File: src/hdl/mcts_pkg.sv
// Shared types, token codes and keyword tables for the token scanner.
package mcts_pkg;

  localparam int OFFSET_BITS_DEF = 24;
  localparam int LINE_BITS_DEF   = 16;
  localparam int QUEUE_DEPTH     = 4;

  localparam int KIND_W   = 5;
  localparam int LINE_W   = 16;
  localparam int SPAN_W   = 24;
  localparam int CH_W     = 8;

  localparam logic [KIND_W-1:0] KIND_INT    = 5'd0;
  localparam logic [KIND_W-1:0] KIND_ID     = 5'd1;
  localparam logic [KIND_W-1:0] KIND_NUM    = 5'd2;
  localparam logic [KIND_W-1:0] KIND_IF     = 5'd3;
  localparam logic [KIND_W-1:0] KIND_ELSE   = 5'd4;
  localparam logic [KIND_W-1:0] KIND_RETURN = 5'd5;
  localparam logic [KIND_W-1:0] KIND_ASSIGN = 5'd6;
  localparam logic [KIND_W-1:0] KIND_PLUS   = 5'd7;
  localparam logic [KIND_W-1:0] KIND_MINUS  = 5'd8;
  localparam logic [KIND_W-1:0] KIND_STAR   = 5'd9;
  localparam logic [KIND_W-1:0] KIND_SLASH  = 5'd10;
  localparam logic [KIND_W-1:0] KIND_LPAREN = 5'd11;
  localparam logic [KIND_W-1:0] KIND_RPAREN = 5'd12;
  localparam logic [KIND_W-1:0] KIND_LBRACE = 5'd13;
  localparam logic [KIND_W-1:0] KIND_RBRACE = 5'd14;
  localparam logic [KIND_W-1:0] KIND_SEMI   = 5'd15;
  localparam logic [KIND_W-1:0] KIND_GT     = 5'd16;
  localparam logic [KIND_W-1:0] KIND_EOF    = 5'd17;
  localparam logic [KIND_W-1:0] KIND_ERR    = 5'd18;

  localparam logic OP_CHAR = 1'b0;
  localparam logic OP_END  = 1'b1;

  typedef enum logic [1:0] {
    PEND_NONE = 2'd0,
    PEND_NUM  = 2'd1,
    PEND_WORD = 2'd2
  } pend_t;

  typedef struct packed {
    logic [KIND_W-1:0] kind;
    logic [LINE_W-1:0] line;
    logic [SPAN_W-1:0] start;
    logic [SPAN_W-1:0] length;
  } token_t;

  typedef struct packed {
    logic   two;
    token_t tok0;
    token_t tok1;
  } token_pair_t;

  function automatic logic [2:0] kw_len(input logic [1:0] k);
    logic [2:0] r;
    unique case (k)
      2'd0: r = 3'd3;
      2'd1: r = 3'd2;
      2'd2: r = 3'd4;
      default: r = 3'd6;
    endcase
    return r;
  endfunction

  function automatic logic [KIND_W-1:0] kw_kind(input logic [1:0] k);
    logic [KIND_W-1:0] r;
    unique case (k)
      2'd0: r = KIND_INT;
      2'd1: r = KIND_IF;
      2'd2: r = KIND_ELSE;
      default: r = KIND_RETURN;
    endcase
    return r;
  endfunction

  function automatic logic [CH_W-1:0] kw_char(input logic [1:0] k, input logic [2:0] at);
    logic [47:0] txt;
    logic [CH_W-1:0] r;
    unique case (k)
      2'd0: txt = {8'h00, 8'h00, 8'h00, "t", "n", "i"};
      2'd1: txt = {8'h00, 8'h00, 8'h00, 8'h00, "f", "i"};
      2'd2: txt = {8'h00, 8'h00, "e", "s", "l", "e"};
      default: txt = {"n", "r", "u", "t", "e", "r"};
    endcase
    unique case (at)
      3'd0: r = txt[7:0];
      3'd1: r = txt[15:8];
      3'd2: r = txt[23:16];
      3'd3: r = txt[31:24];
      3'd4: r = txt[39:32];
      3'd5: r = txt[47:40];
      default: r = 8'h00;
    endcase
    return r;
  endfunction

  function automatic logic [KIND_W-1:0] punct_kind(input logic [CH_W-1:0] c,
                                                   output logic hit);
    logic [KIND_W-1:0] r;
    hit = 1'b1;
    unique case (c)
      "=": r = KIND_ASSIGN;
      "+": r = KIND_PLUS;
      "-": r = KIND_MINUS;
      "*": r = KIND_STAR;
      "/": r = KIND_SLASH;
      "(": r = KIND_LPAREN;
      ")": r = KIND_RPAREN;
      "{": r = KIND_LBRACE;
      "}": r = KIND_RBRACE;
      ";": r = KIND_SEMI;
      ">": r = KIND_GT;
      default: begin
        r = KIND_ERR;
        hit = 1'b0;
      end
    endcase
    return r;
  endfunction

endpackage

File: src/hdl/mini_c_token_scanner_top.sv
// Top level of the token scanner: front end, token queue and output stage.
//
//  channel  dir  tdata                         tuser      tlast
//  s_*      in   [7:0] ch                      [0] opcode -
//  m_*      out  [15:0] line, [39:16] start,   [4:0] kind last result of item
//                [63:40] length
//
// One input transfer per cycle while the queue is not full; a byte that closes a
// token and adds one of its own yields two tokens, which leave one after the other from the output register.
// Each token passes from the input through a queue slot into the output register.
// Reset is synchronous; the queue of four token pairs is empty after it.
// Input stalls only while the queue is full; output stalls back up through it.
module mini_c_token_scanner_top #(
  parameter int OFFSET_BITS = mcts_pkg::OFFSET_BITS_DEF,
  parameter int LINE_BITS   = mcts_pkg::LINE_BITS_DEF
) (
  input  logic        clk,
  input  logic        rst,
  input  logic        s_tvalid,
  output logic        s_tready,
  input  logic [7:0]  s_tdata,   // ch
  input  logic        s_tuser,   // opcode
  output logic        m_tvalid,
  input  logic        m_tready,
  output logic [63:0] m_tdata,   // line, text_start, text_length
  output logic [4:0]  m_tuser,   // kind
  output logic        m_tlast
);
  import mcts_pkg::*;

  token_pair_t push_data, head;
  logic        push, pop, full, empty;

  mcts_front #(
    .OFFSET_BITS(OFFSET_BITS),
    .LINE_BITS  (LINE_BITS)
  ) u_front (
    .clk     (clk),
    .rst     (rst),
    .s_tvalid(s_tvalid),
    .s_tready(s_tready),
    .s_tdata (s_tdata),
    .s_tuser (s_tuser),
    .q_full  (full),
    .q_push  (push),
    .q_data  (push_data)
  );

  mcts_queue #(
    .DEPTH(QUEUE_DEPTH)
  ) u_queue (
    .clk    (clk),
    .rst    (rst),
    .push   (push),
    .wr_data(push_data),
    .pop    (pop),
    .rd_data(head),
    .full   (full),
    .empty  (empty)
  );

  mcts_back u_back (
    .clk     (clk),
    .rst     (rst),
    .head    (head),
    .q_empty (empty),
    .q_pop   (pop),
    .m_tvalid(m_tvalid),
    .m_tready(m_tready),
    .m_tdata (m_tdata),
    .m_tuser (m_tuser),
    .m_tlast (m_tlast)
  );

endmodule

File: src/hdl/mcts_front.sv
// Scanner front end: classifies each source byte and queues the tokens it closes.
module mcts_front #(
  parameter int OFFSET_BITS = mcts_pkg::OFFSET_BITS_DEF,
  parameter int LINE_BITS   = mcts_pkg::LINE_BITS_DEF
) (
  input  logic                 clk,
  input  logic                 rst,
  input  logic                 s_tvalid,
  output logic                 s_tready,
  input  logic [7:0]           s_tdata,
  input  logic                 s_tuser,
  input  logic                 q_full,
  output logic                 q_push,
  output mcts_pkg::token_pair_t q_data
);
  import mcts_pkg::*;

  pend_t                  pend, pend_next;
  logic [3:0]             hits, hits_next;
  logic [OFFSET_BITS-1:0] tok_start, tok_start_next;
  logic [OFFSET_BITS-1:0] tok_len, tok_len_next;
  logic [OFFSET_BITS-1:0] offset, offset_next;
  logic [LINE_BITS-1:0]   line_cnt, line_cnt_next;
  logic                   halted, halted_next;

  logic                   accept;
  logic [CH_W-1:0]        c;
  logic                   is_digit, is_alpha, is_blank, is_nl, is_punct;
  logic [KIND_W-1:0]      p_kind;
  logic [OFFSET_BITS-1:0] offset_inc, tok_len_inc;
  logic [LINE_BITS-1:0]   line_inc;
  logic [3:0]             hits_adv, hits_new;
  logic [KIND_W-1:0]      flush_kind;
  logic [31:0]            line_w, off_w, start_w, len_w;
  logic [LINE_W-1:0]      line_o;
  logic [SPAN_W-1:0]      off_o, start_o, len_o;
  token_t                 flush_tok, second_tok;

  assign s_tready = !q_full;
  assign accept   = s_tvalid && s_tready;
  assign c        = s_tdata;

  assign is_digit = (c >= "0") && (c <= "9");
  assign is_alpha = ((c >= "a") && (c <= "z")) || ((c >= "A") && (c <= "Z"));
  assign is_blank = (c == 8'h20) || (c == 8'h09) || (c == 8'h0B) || (c == 8'h0C)
                    || (c == 8'h0D);
  assign is_nl    = (c == 8'h0A);

  always_comb begin
    p_kind = punct_kind(c, is_punct);
  end

  assign offset_inc  = (offset == '1) ? offset : offset + 1'b1;
  assign tok_len_inc = (tok_len == '1) ? tok_len : tok_len + 1'b1;
  assign line_inc    = (line_cnt == '1) ? line_cnt : line_cnt + 1'b1;

  always_comb begin
    hits_adv   = '0;
    hits_new   = '0;
    flush_kind = KIND_ID;
    for (int k = 0; k < 4; k++) begin
      if (hits[k] && (tok_len < OFFSET_BITS'(kw_len(2'(k))))
          && (kw_char(2'(k), tok_len[2:0]) == c))
        hits_adv[k] = 1'b1;
      if (kw_char(2'(k), 3'd0) == c)
        hits_new[k] = 1'b1;
      if (hits[k] && (tok_len == OFFSET_BITS'(kw_len(2'(k)))))
        flush_kind = kw_kind(2'(k));
    end
  end

  assign line_w  = 32'(line_cnt);
  assign off_w   = 32'(offset);
  assign start_w = 32'(tok_start);
  assign len_w   = 32'(tok_len);
  assign line_o  = (line_w > 32'hFFFF) ? 16'hFFFF : line_w[LINE_W-1:0];
  assign off_o   = (off_w > 32'hFF_FFFF) ? 24'hFF_FFFF : off_w[SPAN_W-1:0];
  assign start_o = (start_w > 32'hFF_FFFF) ? 24'hFF_FFFF : start_w[SPAN_W-1:0];
  assign len_o   = (len_w > 32'hFF_FFFF) ? 24'hFF_FFFF : len_w[SPAN_W-1:0];

  always_comb begin
    flush_tok.kind   = (pend == PEND_NUM) ? KIND_NUM : flush_kind;
    flush_tok.line   = line_o;
    flush_tok.start  = start_o;
    flush_tok.length = len_o;
    second_tok.line  = line_o;
    second_tok.start = off_o;
    if (s_tuser == OP_END) begin
      second_tok.kind   = KIND_EOF;
      second_tok.length = '0;
    end else begin
      second_tok.kind   = is_punct ? p_kind : KIND_ERR;
      second_tok.length = SPAN_W'(1);
    end
  end

  always_comb begin
    logic has_flush, has_second;
    pend_next      = pend;
    hits_next      = hits;
    tok_start_next = tok_start;
    tok_len_next   = tok_len;
    offset_next    = offset;
    line_cnt_next  = line_cnt;
    halted_next    = halted;
    has_flush      = 1'b0;
    has_second     = 1'b0;
    if (accept && !halted) begin
      if (s_tuser == OP_END) begin
        has_flush  = (pend != PEND_NONE);
        has_second = 1'b1;
        pend_next  = PEND_NONE;
        hits_next  = '0;
      end else if ((pend == PEND_WORD) && (is_alpha || is_digit)) begin
        hits_next    = hits_adv;
        tok_len_next = tok_len_inc;
        offset_next  = offset_inc;
      end else if ((pend == PEND_NUM) && is_digit) begin
        tok_len_next = tok_len_inc;
        offset_next  = offset_inc;
      end else begin
        has_flush = (pend != PEND_NONE);
        pend_next = PEND_NONE;
        hits_next = '0;
        if (is_nl) begin
          line_cnt_next = line_inc;
          offset_next   = offset_inc;
        end else if (is_blank) begin
          offset_next = offset_inc;
        end else if (is_digit || is_alpha) begin
          pend_next      = is_digit ? PEND_NUM : PEND_WORD;
          hits_next      = is_digit ? 4'b0000 : hits_new;
          tok_start_next = offset;
          tok_len_next   = OFFSET_BITS'(1);
          offset_next    = offset_inc;
        end else if (is_punct) begin
          has_second  = 1'b1;
          offset_next = offset_inc;
        end else begin
          has_second  = 1'b1;
          halted_next = 1'b1;
        end
      end
    end
    q_push      = has_flush || has_second;
    q_data.two  = has_flush && has_second;
    q_data.tok0 = has_flush ? flush_tok : second_tok;
    q_data.tok1 = second_tok;
  end

  always_ff @(posedge clk) begin
    if (rst) begin
      pend      <= PEND_NONE;
      hits      <= '0;
      tok_start <= '0;
      tok_len   <= '0;
      offset    <= '0;
      line_cnt  <= '0;
      halted    <= 1'b0;
    end else begin
      pend      <= pend_next;
      hits      <= hits_next;
      tok_start <= tok_start_next;
      tok_len   <= tok_len_next;
      offset    <= offset_next;
      line_cnt  <= line_cnt_next;
      halted    <= halted_next;
    end
  end

endmodule

File: src/hdl/mcts_queue.sv
// Short token-pair queue between the scanner front end and the output stage.
module mcts_queue #(
  parameter int DEPTH = mcts_pkg::QUEUE_DEPTH
) (
  input  logic                  clk,
  input  logic                  rst,
  input  logic                  push,
  input  mcts_pkg::token_pair_t wr_data,
  input  logic                  pop,
  output mcts_pkg::token_pair_t rd_data,
  output logic                  full,
  output logic                  empty
);
  import mcts_pkg::*;

  localparam int PTR_W = (DEPTH > 1) ? $clog2(DEPTH) : 1;
  localparam int CNT_W = $clog2(DEPTH + 1);

  token_pair_t       slots [DEPTH];
  logic [PTR_W-1:0]  wr_ptr, rd_ptr;
  logic [CNT_W-1:0]  count;

  assign full    = (count == CNT_W'(DEPTH));
  assign empty   = (count == '0);
  assign rd_data = slots[rd_ptr];

  always_ff @(posedge clk) begin
    if (push) begin
      slots[wr_ptr] <= wr_data;
    end
  end

  always_ff @(posedge clk) begin
    if (rst) begin
      wr_ptr <= '0;
      rd_ptr <= '0;
      count  <= '0;
    end else begin
      if (push) begin
        wr_ptr <= (wr_ptr == PTR_W'(DEPTH - 1)) ? '0 : wr_ptr + 1'b1;
      end
      if (pop) begin
        rd_ptr <= (rd_ptr == PTR_W'(DEPTH - 1)) ? '0 : rd_ptr + 1'b1;
      end
      if (push && !pop) begin
        count <= count + 1'b1;
      end else if (pop && !push) begin
        count <= count - 1'b1;
      end
    end
  end

endmodule

File: src/hdl/mcts_back.sv
// Output stage: serialises queued token pairs into single registered transfers.
module mcts_back (
  input  logic                  clk,
  input  logic                  rst,
  input  mcts_pkg::token_pair_t head,
  input  logic                  q_empty,
  output logic                  q_pop,
  output logic                  m_tvalid,
  input  logic                  m_tready,
  output logic [63:0]           m_tdata,
  output logic [4:0]            m_tuser,
  output logic                  m_tlast
);
  import mcts_pkg::*;

  logic   sel;
  logic   load, fin;
  token_t chosen, out_tok;

  assign load   = (!m_tvalid || m_tready) && !q_empty;
  assign chosen = sel ? head.tok1 : head.tok0;
  assign fin    = !head.two || sel;
  assign q_pop  = load && fin;

  always_ff @(posedge clk) begin
    if (rst) begin
      m_tvalid <= 1'b0;
      sel      <= 1'b0;
    end else if (load) begin
      m_tvalid <= 1'b1;
      sel      <= !fin;
    end else if (m_tready) begin
      m_tvalid <= 1'b0;
    end
  end

  always_ff @(posedge clk) begin
    if (load) begin
      out_tok <= chosen;
      m_tlast <= fin;
    end
  end

  assign m_tdata = {out_tok.length, out_tok.start, out_tok.line};
  assign m_tuser = out_tok.kind;

endmodule

File: config.mk
export PLATFORM = sky130hd
export DESIGN_NAME = mini_c_token_scanner_top
export DESIGN_NICKNAME = d
export VERILOG_FILES = /design/src/hdl/mcts_pkg.sv /design/src/hdl/mini_c_token_scanner_top.sv /design/src/hdl/mcts_front.sv /design/src/hdl/mcts_queue.sv /design/src/hdl/mcts_back.sv
export SDC_FILE = /design/constraint.sdc
export NUM_CORES = 1
export LEC_CHECK = 0
export BUFFER_PORTS_ARGS = -buffer_cell sky130_fd_sc_hd__buf_4
export CAP_MARGIN = 5
export CORE_ASPECT_RATIO = 1.4
export CORE_MARGIN = 10
export CORE_UTILIZATION = 50
export CTS_CLUSTER_SIZE = 8
export DETAILED_ROUTE_END_ITERATION = 8
export MAX_ROUTING_LAYER = met4
export PLACE_DENSITY = 0.76
export SYNTH_ARGS = -nofsm -noshare
export SYNTH_HDL_FRONTEND = slang
export SYNTH_SLANG_ARGS = --single-unit
File: constraint.sdc
create_clock -name clk -period 14.6 [get_ports clk]
set_input_delay 2.92 -clock clk [delete_from_list [all_inputs] [get_ports clk]]
set_output_delay 2.92 -clock clk [all_outputs]
set_load 0.01 [all_outputs]
# Yosys cells after proc, flatten, opt, wreduce, memory -nomap -nowiden
# Memories as Yosys holds them, arrays and structs flattened. A register that Yosys moved wholly into a read port is not among the register bits.
# Index checks and enable logic that the tools add are counted.
# classes
n_addsub,7
order_cmp,14
eq_ne,46
mux,75
n_bitwise,8
reduce_logical,58
# ops
cell,count
$mux W24,16
$mux W69,2
$eq A8 B6 Y1 const B,10
$gt A24 B24 Y1 const B,3
$pmux W5 S11,1
$add A24 B1 Y24 const B,2
$eq A24 B2 Y1 const B,2
$eq A24 B24 Y1 const B,2
$eq A24 B3 Y1 const B,2
$lt A24 B2 Y1 const B,2
$lt A24 B3 Y1 const B,2
$pmux W7 S3,2
$eq A8 B4 Y1 const B,5
$pmux W7 S5,1
$eq A7 B8 Y1,4
$mux W4,7
$mux W1,25
$eq A7 B8 Y1 const A,3
$logic_and A1 B1 Y1,24
$mux W2,12
$add A16 B1 Y16 const B,1
$eq A16 B16 Y1 const B,1
$eq A8 B7 Y1 const B,2
$ge A8 B7 Y1 const B,2
other kinds (34),75
# totals
register_bits,174
ram_bits,464
output_inout_bits,72
n_memories,1
# memory_table
name,words,word_bits,read_ports,rd_ports_with_merged_regs,wr,line_no,source
u_queue.slots,4,116,1,1,1,mcts_queue.sv:19,token_pair_t slots [DEPTH];

# Depth between registers and ports, before layout
# Gate-level depths: netlist of run 1.
# logic_depth
word_depth,16
depth_mapped,14
ltp_nobuf,12

# Hierarchy
# A second synthesis of run 1 with hierarchy kept.
# hier_totals
hier_cells,1774
area_unflattened_um2,29823.6
# by_module_without_submodules
module,instances,cells_per_inst,area_each_um2,seq_area_each_um2
mcts_queue,1,770,20510.9,16876.2
mcts_front,1,846,6292.3,1901.8
mcts_back,1,158,3020.4,2142.1

# Worst setup path after synthesis of run 1
# Ideal clock, no wire load.
# synth_timing
kind,in2reg
startpoint,input port s_tdata[1]
endpoint,memory u_queue.slots[0][0] (netlist bit) (enable)
setup_time_ns,0.560
t_arrival_ns,8.829
required_time_ns,14.040
slack_ns,5.211
path_stages,7
path_buffers,1
path_cell_list,buf_2 -> or3_1 -> nor3_1 -> o21ai_0 -> a221oi_1 -> o21ai_1 -> nor2_1
# synth_between
elab_chain_cells,14
# synth_lines
item,line_no,source
start: declaration,mini_c_token_scanner_top.sv:21,"input logic [7:0] s_tdata,"
$ge A8 B7 Y1 (tied with other cells),mcts_front.sv:44,"assign is_alpha = ((c >= ""a"") && (c <= ""z"")) || ((c >= ""A"") && (c <= ""Z""));"
$logic_and A1 B1 Y1 or $logic_or A1 B1 Y1 (tied branches),"mcts_front.sv:44, mcts_front.sv:45",
"$logic_or A1 B1 Y1, on equally long branches","mcts_front.sv:44, mcts_front.sv:45",
"$logic_or A1 B1 Y1, on equally long branches","mcts_front.sv:114, mcts_front.sv:130, mcts_front.sv:45",
$mux W1 or $logic_or A1 B1 Y1 (tied branches),"mcts_front.sv:130, mcts_front.sv:46",
$mux W1,mcts_front.sv:128,end else if (is_blank) begin
$mux W1,mcts_front.sv:125,if (is_nl) begin
$mux W1,mcts_front.sv:118,end else if ((pend == PEND_NUM) && is_digit) begin
$mux W1,mcts_front.sv:114,end else if ((pend == PEND_WORD) && (is_alpha || is_digit)) begin
$mux W1,mcts_front.sv:109,if (s_tuser == OP_END) begin
$mux W1,mcts_front.sv:108,if (accept && !halted) begin
$logic_or A1 B1 Y1 (*),mcts_front.sv:145,q_push = has_flush || has_second;
$mux W1 (*),mcts_queue.sv:28,if (push) begin
$mux W1 (implied by the code) (*),mcts_queue.sv:29,slots[wr_ptr] <= wr_data;
end: declaration,mcts_queue.sv:19,
# Mark *: on every way between the ends. The rest lies on a longest branch, timed or not.

# Worst setup path after layout of run 1
# layout_timing
startpoint,input port s_tdata[1]
endpoint,register u_queue.count[2]
# layout_between
elab_chain_cells,15
# layout_lines
item,line_no,source
$ge A8 B7 Y1 (tied with other cells),mcts_front.sv:44,
$logic_and A1 B1 Y1 or $logic_or A1 B1 Y1 (tied branches),"mcts_front.sv:44, mcts_front.sv:45",
"$logic_or A1 B1 Y1, on equally long branches","mcts_front.sv:44, mcts_front.sv:45",
"$logic_or A1 B1 Y1, on equally long branches","mcts_front.sv:114, mcts_front.sv:130, mcts_front.sv:45",
$mux W1 or $logic_or A1 B1 Y1 (tied branches),"mcts_front.sv:130, mcts_front.sv:46",
$mux W1,mcts_front.sv:128,
$mux W1,mcts_front.sv:125,
$mux W1,mcts_front.sv:118,
$mux W1,mcts_front.sv:114,
$mux W1,mcts_front.sv:109,
$mux W1,mcts_front.sv:108,
$logic_or A1 B1 Y1 (*),mcts_front.sv:145,
net push,mini_c_token_scanner_top.sv:32,"logic push, pop, full, empty;"
$logic_not A1 Y1,mcts_queue.sv:47,end else if (pop && !push) begin
$logic_and A1 B1 Y1,mcts_queue.sv:47,
$reduce_bool A2 Y1 (no line),n/a,
end signal: assignment,mcts_queue.sv:46,count <= count + 1'b1;
end signal: assignment,mcts_queue.sv:48,count <= count - 1'b1;
end: declaration,mcts_queue.sv:21,logic [CNT_W-1:0] count;
# Mark *: on every way through the listed nets, which the timed path passes. The rest lies on a longest branch.
# A chain may end at the register's enable or synchronous reset.

==> results.toml, run 1 <==
[run_status]
status = "finished clean"

[clocking]
cts_buffers = 81
clock_latency_ns = 0.60
cts-root-buf = "clkbuf_16"
cts.sinks = 576
cts_buffer_depth = 3
ctsHoldBuffers = 0
cts_tree = "yes"
cts-resized-gates = 0
postCtsSetupBuffers = 0
clk_pin_slew_ns = 0.05
cts_max_level = 3

[power_and_ir_drop]
p_switching_mw = 1.303
vdd_ir_drop_max_mv = 0.1126
p_comb_share_pct = 20.1
power.density_nw_per_um2 = 184.9
seq_power_share_pct = 45.2
p_int_mw = 3.700
switching_share_pct = 26.05
p_leak_nw = 8.715
clkPwrFrac_pct = 34.8

[synthesis]
yosysSeqAreaShare_pct = 69.04
syn-num-nets = 1548
synthCells = 1521
avgSynthCellArea_um2 = 15.46
async_reset_ff_share_pct = 0
netlist_area_um2 = 23520
yosys.area.top_type_share_pct = 60.02
synthFlopType = "edfxtp_1"
synth.distinct_cells = 67
yosys.area.top_type = "edfxtp_1"
synth.area.top_cells = "edfxtp_1 60%, mux4_2 9.6%, dfxtp_1 9.0%, mux2_2 2.9%, a21oi_1 1.6%"
ys_warn_count = 0
synth_edf_count = 470
synth-seq-cells = 576

[worst_setup_path]
crit_required_ns = 15.12
path_class = "input pin to register"
reg2reg_from = "u_queue.count[2]"
r2r_setup_slack_ns = 11.29
cp_max_fo = 19
critical_path.startpoint_type = "input pin"
rr_worst_depth = 7
r2r-end = "u_front.tok_len[2]"
end_kind = "register"
cp.arrival_ns = 6.61

[floorplan]
boundaryPins = 85
start_util_pct = 50.24
die-area_um2 = 56230
die_h_um = 276.6
die_w_um = 203.3
row_count = 94
core_area_um2 = 46810

[detailed_routing]
drc = 0
via_per_inst = 5.871
routed_wirelength_mm = 49.55
vias = 13400
dr.pass1.iters = 5
wl_per_cell_um = 21.72
drtIter0Drc = 1123
ant_nets = 0

[final_layout]
layout_commonest_cell = "edfxtp_1"
drive_above_1_share_pct = 22.15
seq_area_um2 = 16250
fill_cells = 3491
fin_nets = 1617
multi_input_area_um2 = 6760
area_growth_pct = 15.08
layout_common_cells = "470 x edfxtp_1, 103 x dfxtp_1, 102 x buf_4"

[worst_hold_path]
hold_depth = 2
hold_end = "u_front.tok_start[13]"
min_from = "u_front.tok_start[13]"
hold_path.class = "register to register"

[sta]
max_freq_ghz = 0.1643
fin_crit_sh_pct = 41.69
slew_headroom_pct = 18.68
hold_violations = 0
worst_pin_slew_ns = 1.214
setup_ws_ns = 8.514
skew_ns = 0.02107
min_period_ns = 6.086
setup-violations-final = 0
rsz0062_at_grt = "false"
setup_tns_ns = 0
drv_slew = 0

[placement]
gp_congestion = 0.8382
hpwl_mm = 28.21
dp_slack_ns = 7.971
io_buffers = 84

[grt]
grt_pass1_vias = 13610
antenna_found_initial = 1
grt_first_pass_wirelength_mm = 77.87
overflow = 0
grt_max_degree = 73
grtUsageTotal_pct = 17.94

[flow_run]
maxCapViolCount = 0
## registers in the layout (all words and copies together) (netlist names), 2 cells and up, named ones only
signal,count
u_back.m_tuser,5
u_queue.wr_ptr,2
u_front.offset,24
u_front.tok_start,24
u_front.tok_len,24
u_queue.count,3
u_queue.rd_ptr,2
u_front.line_cnt,16
u_front.hits,4
u_front.pend,2
u_queue.slots,400
u_back.m_tdata,64
## cell type report
class | count | area share [%]
Antenna cell | 1 | 0.009247
Clock buffer | 149 | 8.826
Clock inverter | 1 | 0.06010
Inverter | 27 | 0.3745
Multi-Input combinational cell | 802 | 24.98
Sequential cell | 576 | 60.04
Tap cell | 624 | 2.885
Timing Repair Buffer | 102 | 2.830
## per-stage QoR
step           instance area, µm²  hold WS, ns  cells  power (mW)  utilization, %
2_1_floorplan               23520       0.4329   1521       2.920               -
3_3_place_gp                24650       0.4375   2131       3.288           52.67
3_5_place_dp                24650       0.4471   2131       3.308           52.67
4_1_cts                     27060       0.4553   2281       5.065           57.81
5_1_grt                     27060       0.4727   2282       5.207           57.81
6_report                    27060       0.4566   2282       5.003           57.81
## synthesized netlist by cell type (5+ instances only)
| cell | n |
|---|---|
| edfxtp_1 | 470 |
| dfxtp_1 | 106 |
| mux4_2 | 100 |
| nand2_1 | 94 |
| clkbuf_1 | 87 |
| a21oi_1 | 77 |
| nor2_1 | 67 |
| mux2_2 | 60 |
| o21ai_0 | 43 |
| nand4_1 | 37 |
| nor2b_1 | 35 |
| or3_1 | 32 |
| and2_1 | 29 |
| nand3_1 | 28 |
| inv_1 | 26 |
| nor3_1 | 23 |
| xor2_1 | 16 |
| nor4_1 | 15 |
| buf_1 | 14 |
| xnor2_1 | 14 |
| buf_2 | 13 |
| ha_1 | 13 |
| or4_1 | 12 |
| o31ai_1 | 10 |
| and3_1 | 9 |
| nand2b_1 | 9 |
| a221oi_1 | 6 |
| mux2i_1 | 6 |
| a31oi_1 | 5 |
## metal layers
| metal | GRT usage [%] | share of wire [%] | vias up |
|---|---|---|---|
| met5 | - | 0 | - |
| met4 | 5.732 | 2.0 | 0 |
| met3 | 2.985 | 5.1 | 65 |
| met2 | 29.69 | 52 | 476 |
| met1 | 22.17 | 41 | 6820 |
| li1 | - | - | 6036 |
## power groups by stage
| stage | clock network [mW] | logic [mW] | registers (mW) |
|---|---|---|---|
| global route | 1.84 | 1.08 | 2.29 |
| CTS | 1.77 | 1.03 | 2.27 |
| detailed placement | 0 | 1.02 | 2.29 |
| finish | 1.74 | 1.00 | 2.26 |
| global placement | 0 | 1.01 | 2.28 |
| floorplan | 0 | 0.633 | 2.29 |
## how the worst max path moves through the flow
| stage | end | startpoint | slack, ns | depth (start not counted) |
|---|---|---|---|---|
| floorplan | u_queue.slots[0][0] | s_tdata[1] | 5.21 | 7 |
| global placement | u_queue.count[2] | s_tdata[1] | 8.15 | 13 |
| detailed placement | u_queue.count[2] | s_tdata[1] | 7.97 | 13 |
| CTS | u_queue.count[2] | s_tdata[1] | 8.59 | 13 |
| global route | u_queue.count[2] | s_tdata[1] | 8.32 | 13 |
| finish | u_queue.count[2] | s_tdata[1] | 8.51 | 13 |
## worst max-delay path, cell delays in order
cell and delay, ns:
buf_4 0.17, or3_1 0.40, nor3_1 0.38, o21ai_1 0.17
a221oi_1 0.68, o21ai_1 0.42, inv_1 0.14, ha_1 0.19
inv_1 0.07, fa_1 0.44, xor2_1 0.16, or3_1 0.30
a21oi_1 0.14
## logic make-up after synthesis
family                   count (synthesis)  synth area share [%]
buffers and inverters                  143                 2.416
AND/OR/NAND/NOR                        416                 9.423
adder cells (fa/ha/maj)                 14                0.7769
flip-flops                             576                 69.04
XOR/XNOR                                30                 1.117
AO/OA/AOI/OAI                          176                 4.517
multiplexers                           166                 12.71
(Power assumes the default switching activity.)
==> run 2: changes to the inputs <==
Settings changed: ABC_AREA set to 1, PLACE_DENSITY 0.76 to 0.78.
Clock period 14.6 ns to 5.3 ns, I/O delays scaled along.
==> run 2 against run 1 <==
Design area rose by 3.4%; via count up 31%; area after synthesis up 4.3%; total power rose to 2.8 times the previous value; sequential power increased to 2.7 times the previous value; setup slack worse by 6.6 ns; count of clock-buffer cells in the layout shrank 8; routed wire length is 20% higher; cell count rose by 36%.
==> results.toml, run 2 <==
[sta]
setup-violations-final = 0
worst_pin_slew_ns = 1.075
hold_violations = 0
fin_crit_sh_pct = 63.78
rsz0062_at_grt = "false"
slew_headroom_pct = 28.31
skew_ns = 0.02529
max_freq_ghz = 0.2958
hold_slack_ns = 0.4440
min_period_ns = 3.380
drv_slew = 0

[power_and_ir_drop]
clkPwrFrac_pct = 33.1
p_leak_nw = 9.640
p_switching_mw = 4.467
power.density_nw_per_um2 = 507.3
vdd_ir_drop_max_mv = 0.2615
seq_power_share_pct = 42.7
switching_share_pct = 31.48
p_int_mw = 9.724
total_power_mw = 14.19
p_comb_share_pct = 24.2

[final_layout]
fin_cells = 3099
drive_above_1_share_pct = 9.748
utilization_pct = 57.36
layout_commonest_cell = "nor2_1"
area_growth_pct = 14.06
top_register = "u_queue.slots"
layout_common_cells = "476 x nor2_1, 470 x edfxtp_1, 274 x o21ai_0"
largest_reg_flops = 400
fin_nets = 2425
diodes = 0

[synthesis]
synth-seq-cells = 576
synth_common_cells = "480 x nor2_1, 470 x edfxtp_1, 274 x o21ai_0, 250 x nand2_1, 134 x inv_1"
avgSynthCellArea_um2 = 10.43
synth.area.top_cells = "edfxtp_1 58%, dfxtp_1 8.7%, nor2_1 7.3%, o21ai_0 5.6%, nand2_1 3.8%"
synth.most_common_cell = "nor2_1"
syn-num-nets = 2378
synth.distinct_cells = 46
yosys.area.top_type_share_pct = 57.55
synth_edf_count = 470
async_reset_ff_share_pct = 0
synthFlopType = "edfxtp_1"
synthCells = 2351
ys_warn_count = 0
netlist_area_um2 = 24520
yosysSeqAreaShare_pct = 66.20
yosys.area.top_type = "edfxtp_1"

[placement]
gp_congestion = 0.8992
dp_cells = 2952
io_buffers = 84
hpwl_mm = 35.31

[worst_setup_path]
crit_required_ns = 5.77
cp_slowest_cell = "inv_4"
end_kind = "register"
path_cells = "inv_4, o21ai_0, o22ai_1, nand2_1, nand2_1, ha_1, inv_1, fa_1, a21oi_1, o21ai_0, o21ai_0, a21oi_1"
path_class = "register to register"
cpPeakStageDelay_ns = 0.83
cpMostUsedCell = "o21ai_0"
critical_path.startpoint_type = "register"
timing.critical_path.buf_inv = 2
cp_max_fo = 117
cp.arrival_ns = 3.85
cp_top_family = "buffers and inverters"

[run_status]
status = "finished clean"

[floorplan]
core_area_um2 = 48770
die-area_um2 = 58430
die_w_um = 207.2
die_h_um = 282.0
boundaryPins = 85
start_util_pct = 50.29
row_count = 96

[grt]
grt_first_pass_wirelength_mm = 92.49
antenna_found_initial = 0
overflow = 0
grtUsageTotal_pct = 20.18
grt_max_degree = 118
grt_pass1_vias = 17490

[detailed_routing]
vias = 17530
ant_nets = 0
via_per_inst = 5.657
wl_per_cell_um = 19.18
drtIter0Drc = 1677
drc = 0
dr.pass1.iters = 6
routed_wirelength_mm = 59.42

[clocking]
cts_buffer_depth = 3
cts_max_level = 3
cts-root-buf = "clkbuf_16"
cts-resized-gates = 0
ctsHoldBuffers = 0
clock_latency_ns = 0.60
clk_pin_slew_ns = 0.05
cts.sinks = 576
postCtsSetupBuffers = 0
cts_tree = "yes"
cts_buffers = 81

[flow_run]
maxCapViolCount = 0

[worst_hold_path]
hold_path.class = "register to register"
[run 2: worst min-delay path: stages, from the launching register on]
cell and delay (ns):
dfxtp_1 0.29, inv_1 0.05, a21oi_1 0.05
[run 2: path summary, 6_finish.rpt]
path	start	end	slack, ns	cells past startpoint
max	register	u_queue.count[2]	1.92	12
min	u_front.tok_start[19]	u_front.tok_start[19]	0.44	2
max reg2reg	register	u_queue.count[2]	1.92	12
min reg2reg	u_front.tok_start[19]	u_front.tok_start[19]	0.44	2
[run 2: cell type report]
type | count | area [µm²]
well taps | 637 | 797.0
repair buffers | 107 | 865.8
multi-input cells | 1485 | 7177
fillers | 3862 | 20790
inverters | 147 | 554.3
clock buffers | 141 | 2252
clock inverters | 6 | 82.58
flip-flops and latches | 576 | 16240
[run 2: per-stage QoR]
stage                     setup TNS [ns]  cell area (µm²)  worst slack [ns]
after CTS                              0            27970             1.945
after detailed placement               0            25640             1.432
after global placement                 0            25640             1.442
after floorplan                  -339.26            24530            -1.696
after global routing                   0            27970             1.640
final                                  0            27970             1.920
[run 2: power groups by stage]
stage	clock network, mW	logic (mW)	registers [mW]
after detailed placement	0	3.43	6.14
final	4.70	3.43	6.06
after floorplan	0	1.98	6.19
after global placement	0	3.32	6.12
after CTS	4.75	3.47	6.06
after global routing	4.94	3.77	6.12
[run 2: layer usage]
layer	GRT usage (%)	vias to the layer above	wire, µm
li1	-	8263	-
met1	21.87	8580	22840
met2	36.56	568	31920
met3	2.805	121	3014
met4	8.438	0	1642
met5	-	-	0
[run 2: kinds of logic (layout without fill, tap and decap cells)]
kind of cell	count (synthesis)	after routing	synth area share, %
flip-flops	576	576	66.20
XOR/XNOR	48	48	1.714
AND/OR/NAND/NOR	933	933	15.98
AO/OA/AOI/OAI	490	490	10.62
adder cells (fa/ha/maj)	14	14	0.7449
buffers and inverters	290	401	4.735
==> run 3: changes to the inputs <==
Clock period 5.3 ns to 2.8 ns, I/O delays scaled along.
==> run 3 against run 2 <==
Via count grew 2.2%; flip-flop and latch count is the same; fmax grew 35%; design area grew 3.3%; total power grew 93%; hold slack lost 0.12 ns; setup slack lost 1.6 ns; clock skew grew 0.0036 ns; cell count grew 2.6%; critical path type unchanged; largest power group unchanged; highest routed layer unchanged.
==> results.toml, run 3 (synthesis gave the netlist of run 2 again) <==
[sta]
min_period_ns = 2.497
max_freq_ghz = 0.4005
hold_slack_ns = 0.3255
drv_slew = 0
setup-violations-final = 0
slew_headroom_pct = 30.27
fin_crit_sh_pct = 89.17
hold_violations = 0
skew_ns = 0.02888
rsz0062_at_grt = "false"
worst_pin_slew_ns = 1.046

[clocking]
cts_tree = "yes"
cts_buffer_depth = 3
ctsHoldBuffers = 0
cts.sinks = 576
cts-root-buf = "clkbuf_16"
clock_latency_ns = 0.61
cts_buffers = 81
cts_max_level = 3
clk_pin_slew_ns = 0.06

[worst_setup_path]
end_kind = "register"
cp_max_fo = 35
critical_path.startpoint_type = "register"
crit_required_ns = 3.27
path_class = "register to register"
cp.arrival_ns = 2.97

[grt]
grt_pass1_vias = 18060
grt_first_pass_wirelength_mm = 94.83
grt_max_degree = 199
antenna_found_initial = 0
grtUsageTotal_pct = 20.53
overflow = 0

[final_layout]
layout_common_cells = "475 x nor2_1, 470 x edfxtp_1, 274 x o21ai_0"
seq_area_um2 = 16240
fill_cells = 3869
fin_nets = 2504
diodes = 0
multi_input_area_um2 = 7216
top_register = "u_queue.slots"
layout_commonest_cell = "nor2_1"
area_growth_pct = 17.78
largest_reg_flops = 400
drive_above_1_share_pct = 12.79

[detailed_routing]
vias = 17910
routed_wirelength_mm = 60.18
ant_nets = 0
drc = 0
wl_per_cell_um = 18.93
dr.pass1.iters = 6
via_per_inst = 5.634
drtIter0Drc = 1561

[floorplan]
die_h_um = 282.0
die_w_um = 207.2
row_count = 96
die-area_um2 = 58430
start_util_pct = 50.29
boundaryPins = 85
core_area_um2 = 48770

[flow_run]
maxCapViolCount = 0

[power_and_ir_drop]
power.density_nw_per_um2 = 946.8
total_power_mw = 27.34
p_leak_nw = 10.13
vdd_ir_drop_max_mv = 1.153

[placement]
gp_congestion = 0.9151
hpwl_mm = 36.79
io_buffers = 84

[worst_hold_path]
hold_path.class = "input pin to register"

[run_status]
status = "finished clean"
==> run 3: per-layer routing <==
layer	wire length (µm)	vias to the layer above	share of wire (%)	global-route usage, %
li1	-	8425	-	-
met1	23060	8671	38	22.80
met2	31850	691	53	36.67
met3	3361	123	5.6	2.629
met4	1899	0	3.2	8.682
met5	0	-	0	-
==> run 3: what timing repair did <==
action,CTS,global route
endpoints found under the setup margin,0,5
buffers inserted,0,0
gates resized for setup,0,1
==> run 3: area by class of cell <==
type | instances | area share (%)
clock buffer | 142 | 7.884
clock inverter | 6 | 0.4245
inverter | 147 | 1.954
multi-input combinational | 1485 | 24.98
sequential | 576 | 56.24
tap | 637 | 2.759
timing repair buffer | 186 | 5.757
==> run 3: final timing paths <==
check / cells past startpoint / slack [ns] / to / startpoint
max: 11 / 0.30 / u_queue.count[2] / register
min: 4 / 0.33 / u_front.pend[1] / s_tuser
max reg2reg: 11 / 0.30 / u_queue.count[2] / register
min reg2reg: 2 / 0.44 / u_front.tok_start[2] / u_front.tok_start[2]
==> run 3: power breakdown <==
part	total [mW]	internal (mW)	switching, mW
clock	9.05	5.52	3.53
combinational	6.91	2.31	4.60
sequential	11.4	10.9	0.475
total	27.3	18.7	8.60
==> run 3: stage by stage <==
stage	worst slack, ns	setup TNS [ns]	cell area, µm²	cells	util, %
6_report	0.3033	0	28880	3179	59.23
4_1_cts	0.09178	0	28880	3179	59.22
3_3_place_gp	-0.009607	-0.009607	26480	3031	54.30
2_1_floorplan	-0.7067	-277.42	24640	2351	-
5_1_grt	0.04809	0	28880	3179	59.23
3_5_place_dp	-0.01591	-0.01591	26480	3031	54.30
==> run 3: critical path: stages, from the launching register on <==
cell,delay (ns)
dfxtp_4,0.59
o21ai_0,0.19
o22ai_1,0.19
nand2_1,0.12
nand2_1,0.13
ha_1,0.16
inv_1,0.06
fa_1,0.43
a21oi_1,0.15
o21ai_0,0.12
o21ai_0,0.18
a21oi_1,0.06
